**src/nts_pkg.sv**
```systemverilog
// ----------------------------------------------------------------------------
// nts_pkg: shared types and constants of the nearest timestamp search
// Table geometry, field widths, operation and register codes, and the
// command and status bundles that join the controller to the datapath.
// ----------------------------------------------------------------------------
package nts_pkg;

  localparam int TABLE_DEPTH = 4096;
  localparam int ADDR_W      = $clog2(TABLE_DEPTH);
  localparam int LIMIT_W     = ADDR_W + 1;

  localparam int TIME_W      = 64;
  localparam int INDEX_W     = 12;
  localparam int COUNT_W     = 13;
  localparam int RESULT_W    = 13;
  localparam int CFG_INDEX_W = 2;

  localparam logic OP_WRITE = 1'b0;
  localparam logic OP_QUERY = 1'b1;

  localparam logic [CFG_INDEX_W-1:0] REG_WINDOW_START = 2'd0;
  localparam logic [CFG_INDEX_W-1:0] REG_WINDOW_END   = 2'd1;
  localparam logic [CFG_INDEX_W-1:0] REG_ENTRY_COUNT  = 2'd2;

  typedef struct packed {
    logic accept;      // input item taken this cycle
    logic scan_start;  // rewind the read pointer
    logic scan;        // read one entry and test the previous one
    logic measure;     // form both distances
    logic decide;      // pick the nearer entry
    logic load_out;    // move the result into the output register
  } nts_cmd_t;

  typedef struct packed {
    logic win_ok;      // query time inside the window
    logic limit_zero;  // no entries in use
    logic hit;         // entry at or after the query time found
    logic exhausted;   // every entry in use was tested
  } nts_status_t;

endpackage

```
**src/nts_ctrl.sv**
```systemverilog
// ----------------------------------------------------------------------------
// nts_ctrl: sequencer of the nearest timestamp search
// Takes items, steps the datapath through window check, scan and decision,
// and owns the valid flag of the output register.
// ----------------------------------------------------------------------------
module nts_ctrl
  import nts_pkg::*;
(
  input  logic        clk,
  input  logic        rst,
  input  logic        in_valid,
  output logic        in_stall,
  input  logic        op,
  output logic        out_valid,
  input  logic        out_stall,
  output nts_cmd_t    cmd,
  input  nts_status_t status
);

  typedef enum logic [2:0] {
    IDLE,
    CHECK,
    SCAN,
    DIST,
    DECIDE,
    EMIT
  } state_t;

  state_t state;
  logic   out_free;

  assign in_stall = (state != IDLE);
  assign out_free = !out_valid || !out_stall;

  always_comb begin
    cmd            = '0;
    cmd.accept     = (state == IDLE) && in_valid;
    cmd.scan_start = (state == CHECK);
    cmd.scan       = (state == SCAN);
    cmd.measure    = (state == DIST);
    cmd.decide     = (state == DECIDE);
    cmd.load_out   = (state == EMIT) && out_free;
  end

  always_ff @(posedge clk) begin
    if (rst) begin
      state     <= IDLE;
      out_valid <= 1'b0;
    end else begin
      if (cmd.load_out) begin
        out_valid <= 1'b1;
      end else if (out_valid && !out_stall) begin
        out_valid <= 1'b0;
      end
      case (state)
        IDLE: begin
          if (cmd.accept) begin
            state <= (op == OP_QUERY) ? CHECK : EMIT;
          end
        end
        CHECK: begin
          if (!status.win_ok || status.limit_zero) begin
            state <= EMIT;
          end else begin
            state <= SCAN;
          end
        end
        SCAN: begin
          if (status.hit) begin
            state <= DIST;
          end else if (status.exhausted) begin
            state <= EMIT;
          end
        end
        DIST:   state <= DECIDE;
        DECIDE: state <= EMIT;
        EMIT: begin
          if (out_free) begin
            state <= IDLE;
          end
        end
        default: state <= IDLE;
      endcase
    end
  end

  // A waiting result is never overwritten.
  a_no_overwrite: assert property (@(posedge clk) disable iff (rst)
    cmd.load_out |-> !(out_valid && out_stall))
    else $error("output register loaded while a result was stalled");

  // A new result appears only from the emit step.
  a_valid_from_emit: assert property (@(posedge clk) disable iff (rst)
    $rose(out_valid) |-> $past(state == EMIT))
    else $error("output valid rose outside the emit step");

  // After an item is taken the input side stays closed for the next cycle.
  a_busy_after_accept: assert property (@(posedge clk) disable iff (rst)
    cmd.accept |=> in_stall)
    else $error("input open right after an accepted item");

  // Datapath steps never overlap.
  a_steps_exclusive: assert property (@(posedge clk) disable iff (rst)
    $onehot0({cmd.accept, cmd.scan_start, cmd.scan, cmd.measure, cmd.decide}))
    else $error("more than one datapath step in a cycle");

  // A hit and exhaustion are never reported together while scanning entries.
  a_hit_in_scan: assert property (@(posedge clk) disable iff (rst)
    status.hit && cmd.scan |-> !status.exhausted)
    else $error("scan reported a hit and exhaustion together");

endmodule

```
**config.mk**
```make
export PLATFORM = sky130hd
export DESIGN_NAME = nts_ctrl
export DESIGN_NICKNAME = d
export VERILOG_FILES = /design/src/nts_pkg.sv /design/src/nts_ctrl.sv
export SDC_FILE = /design/constraint.sdc
export NUM_CORES = 1
export LEC_CHECK = 0
export BUFFER_PORTS_ARGS = -buffer_cell sky130_fd_sc_hd__buf_2
export CAP_MARGIN = 20
export CORE_AREA = 5 5 42 44
export CTS_CLUSTER_SIZE = 14
export DETAILED_ROUTE_END_ITERATION = 6
export DIE_AREA = 0 0 47 49
export MAX_ROUTING_LAYER = met4
export PLACE_DENSITY = 0.44
export SYNTH_ARGS = -nofsm -noshare
export SYNTH_HDL_FRONTEND = slang
export SYNTH_SLANG_ARGS = --single-unit
```
**constraint.sdc**
```tcl
create_clock -name clk -period 1.28 [get_ports clk]
set_input_delay 0.064 -clock clk [delete_from_list [all_inputs] [get_ports clk]]
set_output_delay 0.064 -clock clk [all_outputs]
set_load 0.01 [all_outputs]
```
* Word-level counts from Yosys, hierarchy flattened
Index checks and enable logic that the tools add are counted.
** Storage, ports and cells
- Word-level logic and storage cells :: 31
- Output and inout port bits :: 8
- Bits in registers :: 4
- Input port bits :: 9
** Cells by class
- Mux-type cells :: 9
- Equality and inequality tests :: 8
- Reduce and logical (&&, ||, !) cells :: 12
** Operators by type and width (count)
- 2-to-1 mux 3 bit :: 6
- one-hot mux 3 bit (6 select lines) :: 1
- == test 3 x 2 -> 1 bit, second input constant :: 2
- == test 3 bit, second input constant :: 2
- inequality test 2 bit, second input constant :: 2
- == test 3 x 1 -> 1 bit, second input constant :: 1
- logical AND 1 bit :: 3
- logical NOT 1 bit :: 3
- logical NOT 3 bit :: 1
- inequality test 3 x 1 -> 1 bit, second input constant :: 1
- AND reduction 3 bit :: 1
- nonzero test 3 bit :: 1
- logical OR 1 bit :: 2
- 2-to-1 mux 1 bit :: 2
- nonzero test 2 bit :: 1

* Longest topological paths before layout
- Depth after elaboration :: 4
- Gate-level depth with buffers :: 5
- Mapped depth without buffers :: 4

* Least setup slack after synthesis
OpenSTA, ideal clock, no wires.
- Path type :: register to register
- Start :: register state[0]
- End :: register state[2]
- Period minus slack after synthesis :: 1.213 ns
- Path buffers :: 1
- Path slack :: 0.067 ns
- Data required time :: 1.166 ns
- Cell stages (with the launch flop) :: 6
- Data arrival time :: 1.099 ns
- Cells stage by stage :: dfxtp_1 buf_6 or3_4 nor2_1 nor3_1 a21o_1
** On the way
- Cells in the longest elaborated chain, start to end :: 4
** Ends and longest elaborated chain
- start, declared :: RTL line nts_ctrl.sv:29 : state_t state;
- start signal, assigned :: RTL line nts_ctrl.sv:58 : state <= (op == OP_QUERY) ? CHECK : EMIT;
- logical NOT 3 bit :: RTL line nts_ctrl.sv:37, nts_ctrl.sv:55
- logical AND 1 bit :: RTL line nts_ctrl.sv:37 : cmd.accept = (state == IDLE) && in_valid;
- inequality test 2 bit (no line)
- AND reduction 3 bit (no line)
Several ways; a longest one is shown, not always the timed one.
A chain may end at the register's enable or synchronous reset.

==> results.sh <==
export IMPL_met3_length_um=107
export IMPL_fin_crit_ns=1.25
export IMPL_gp_congestion=0.682
export IMPL_setup_viol=0
export IMPL_ios=17
export IMPL_status="complete, no violations"
export IMPL_numPortBuffers=16
export IMPL_fillCellCount=177
export IMPL_layout_drive_gt1_share=0.509
export IMPL_p_per_area_nw_per_um2=1290
export IMPL_via_per_inst=4.51
export IMPL_netlist_instances=35
export IMPL_endpoint_kind="primary output"
export IMPL_htreeDepth=1
export IMPL_wl_met2_um=282
export IMPL_max_freq_mhz=800
export IMPL_overflow=0
export IMPL_synth_seq_area_share=0.296
export IMPL_die_y_um=49
export IMPL_syn_area_sq_um=270
export IMPL_finalNetCount=68
export IMPL_tightest_slew_ns=0.299
export IMPL_avgRoutedWirePerCell_um=10.2
export IMPL_design_area_sq_um=418
export IMPL_drt_total_wl_um=747
export IMPL_worst_setup_path_type="reg -> out"
export IMPL_p_leak_uw=0.000225
export IMPL_clk_pin_slew_ns=0.04
export IMPL_cts_buffers=3
export IMPL_cts_tree="built"
export IMPL_dpl_cell_area_sq_um=367
export IMPL_grt_total_usage=0.0664
export IMPL_drt_iter0_drc=1
export IMPL_placeableCoreArea_sq_um=1400
export IMPL_fin_util=0.298
export IMPL_fin_crit_sh=0.976
export IMPL_drcViolationCount=0
export IMPL_insertion_delay_ns=0.23
export IMPL_hold_viol_final=0
export IMPL_clkSinkCount=4
export IMPL_cts_root_buf="clkbuf_4"
export IMPL_num_rows=14
export IMPL_preCtsSetupSlack_ns=0.0165
export IMPL_ys_ff_latch=4
export IMPL_top_layer="met3"
export IMPL_timing_hold_ws_ns=0.0302
export IMPL_grt_pass1_wl_mm=1.04
export IMPL_antenna_found_initial=0
export IMPL_first_global_vias=263
export IMPL_netlist_cell_type_count=19
export IMPL_worstHoldPathType="in -> reg"
export IMPL_dr_total_vias=329
export IMPL_die_w_um=47
export IMPL_area_growth_pct=54.6
export IMPL_critPathArrivalTime_ns=1.19
export IMPL_slew_violations=0
export IMPL_irDropWorstVdd_mv=0.500
export IMPL_yosysWarnings=0
export IMPL_wl_met1_um=357
export IMPL_clk_path_buf_depth=2
export IMPL_grt_setup_unrepaired="yes"
export IMPL_antennaDiodeCount=0
export IMPL_dp_hpwl_um=559
export IMPL_antenna_left=0
export IMPL_skew_ns=0.00387
export IMPL_slew_limit_headroom=0.796
export IMPL_max_cap_violations=0
export IMPL_firstDrtPassIters=2
export IMPL_initial_core_util=0.193
export IMPL_cp_required_ns=1.22
export IMPL_setup_tns_ns=0
export IMPL_cp_max_fo=6
export IMPL_synth_avg_cell_area_sq_um=7.72
export IMPL_setup_slack_ns=0.0303
export IMPL_postSynthNetCount=44
export IMPL_dieArea_sq_um=2300
export IMPL_grt_max_degree=11
export IMPL_cp_start_kind="flop"
[worst max-delay path, stage by stage (launching register included)]
cell and delay, ns:
dfxtp_4 0.35, or3_4 0.39, nor2_1 0.08, buf_2 0.13
[layout by cell type (no fill, tap or decap), drive strengths merged]
| cell type | n |
|---|---|
| a2111oi | 1 |
| or2b | 1 |
| clkbuf | 3 |
| a21o | 2 |
| nand3b | 1 |
| o22a | 1 |
| inv | 3 |
| o21ai | 1 |
| nor2 | 4 |
| nor3 | 4 |
| nor2b | 2 |
| dfxtp | 4 |
| buf | 20 |
| nand2 | 2 |
| o31ai | 1 |
| nor3b | 1 |
| or3 | 2 |
| a21oi | 4 |
[power breakdown]
part	internal, uW	leakage, uW	switching, uW
combinational	113	0.000177	97.8
sequential	147	0.0000345	27.6
clock	105	0.0000138	50.1
total	365	0.000225	175
[final cells by class]
cell class,instances,area (sq um),area share
tap,16,20.0,0.0479
multi-input combinational,27,168,0.401
sequential,4,88.8,0.213
inverter,3,11.3,0.0269
timing repair buffer,20,108,0.257
clock buffer,3,22.5,0.0539
[routing by layer]
metal	vias to the layer above	GRT usage
met5	-	-
met4	0	0.0276
met3	0	0.0480
met2	15	0.0679
met1	146	0.0945
li1	168	-
[Yosys cell counts (all sizes together)]
cell type	count	share of area
nor2b	2	0.046
or2b	1	0.042
nor2	4	0.056
nand2	2	0.028
o21ai	1	0.019
or3	2	0.065
nand3b	1	0.028
a21oi	4	0.088
o31ai	1	0.028
a21o	2	0.056
a2111oi	1	0.032
buf	1	0.042
inv	3	0.042
nor3	4	0.074
dfxtp	4	0.30
o22a	1	0.032
nor3b	1	0.028
[sequential cells by signal, indices dropped and copies added (netlist names)]
register	cells
state	3
out_valid	1
[worst paths after layout]
kind                                from                     end  slack (ns)  cells after the start
setup / recovery   state[0]$_SDFFE_PP0P_                  cmd[5]        0.03                      3
hold / removal                       rst   state[1]$_SDFFE_PP0P_        0.03                      2
hold reg to reg   out_valid$_SDFFE_PP0P_  out_valid$_SDFFE_PP0P_        0.50                      2
setup reg to reg   state[1]$_SDFFE_PP0P_   state[2]$_SDFFE_PP0P_        0.05                      4
[logic make-up after synthesis]
family | synth area share
simple gates | 0.366
flops | 0.296
compound gates | 0.255
buf+inv | 0.0833
[per-stage QoR]
| step | cells | power (uW) |
|---|---|---|
| floorplan | 35 | 300 |
| global placement | 67 | 364 |
| detailed placement | 67 | 364 |
| CTS | 70 | 527 |
| global route | 73 | 581 |
| finish | 73 | 541 |
[what timing repair did]
action	CTS	global route
buffers inserted	0	3
hold endpoints to repair	0	0
resized for setup	2	4
setup endpoints to repair	4	5
hold buffers	0	0
pin swaps	0	1
(Power assumes the default switching activity.)
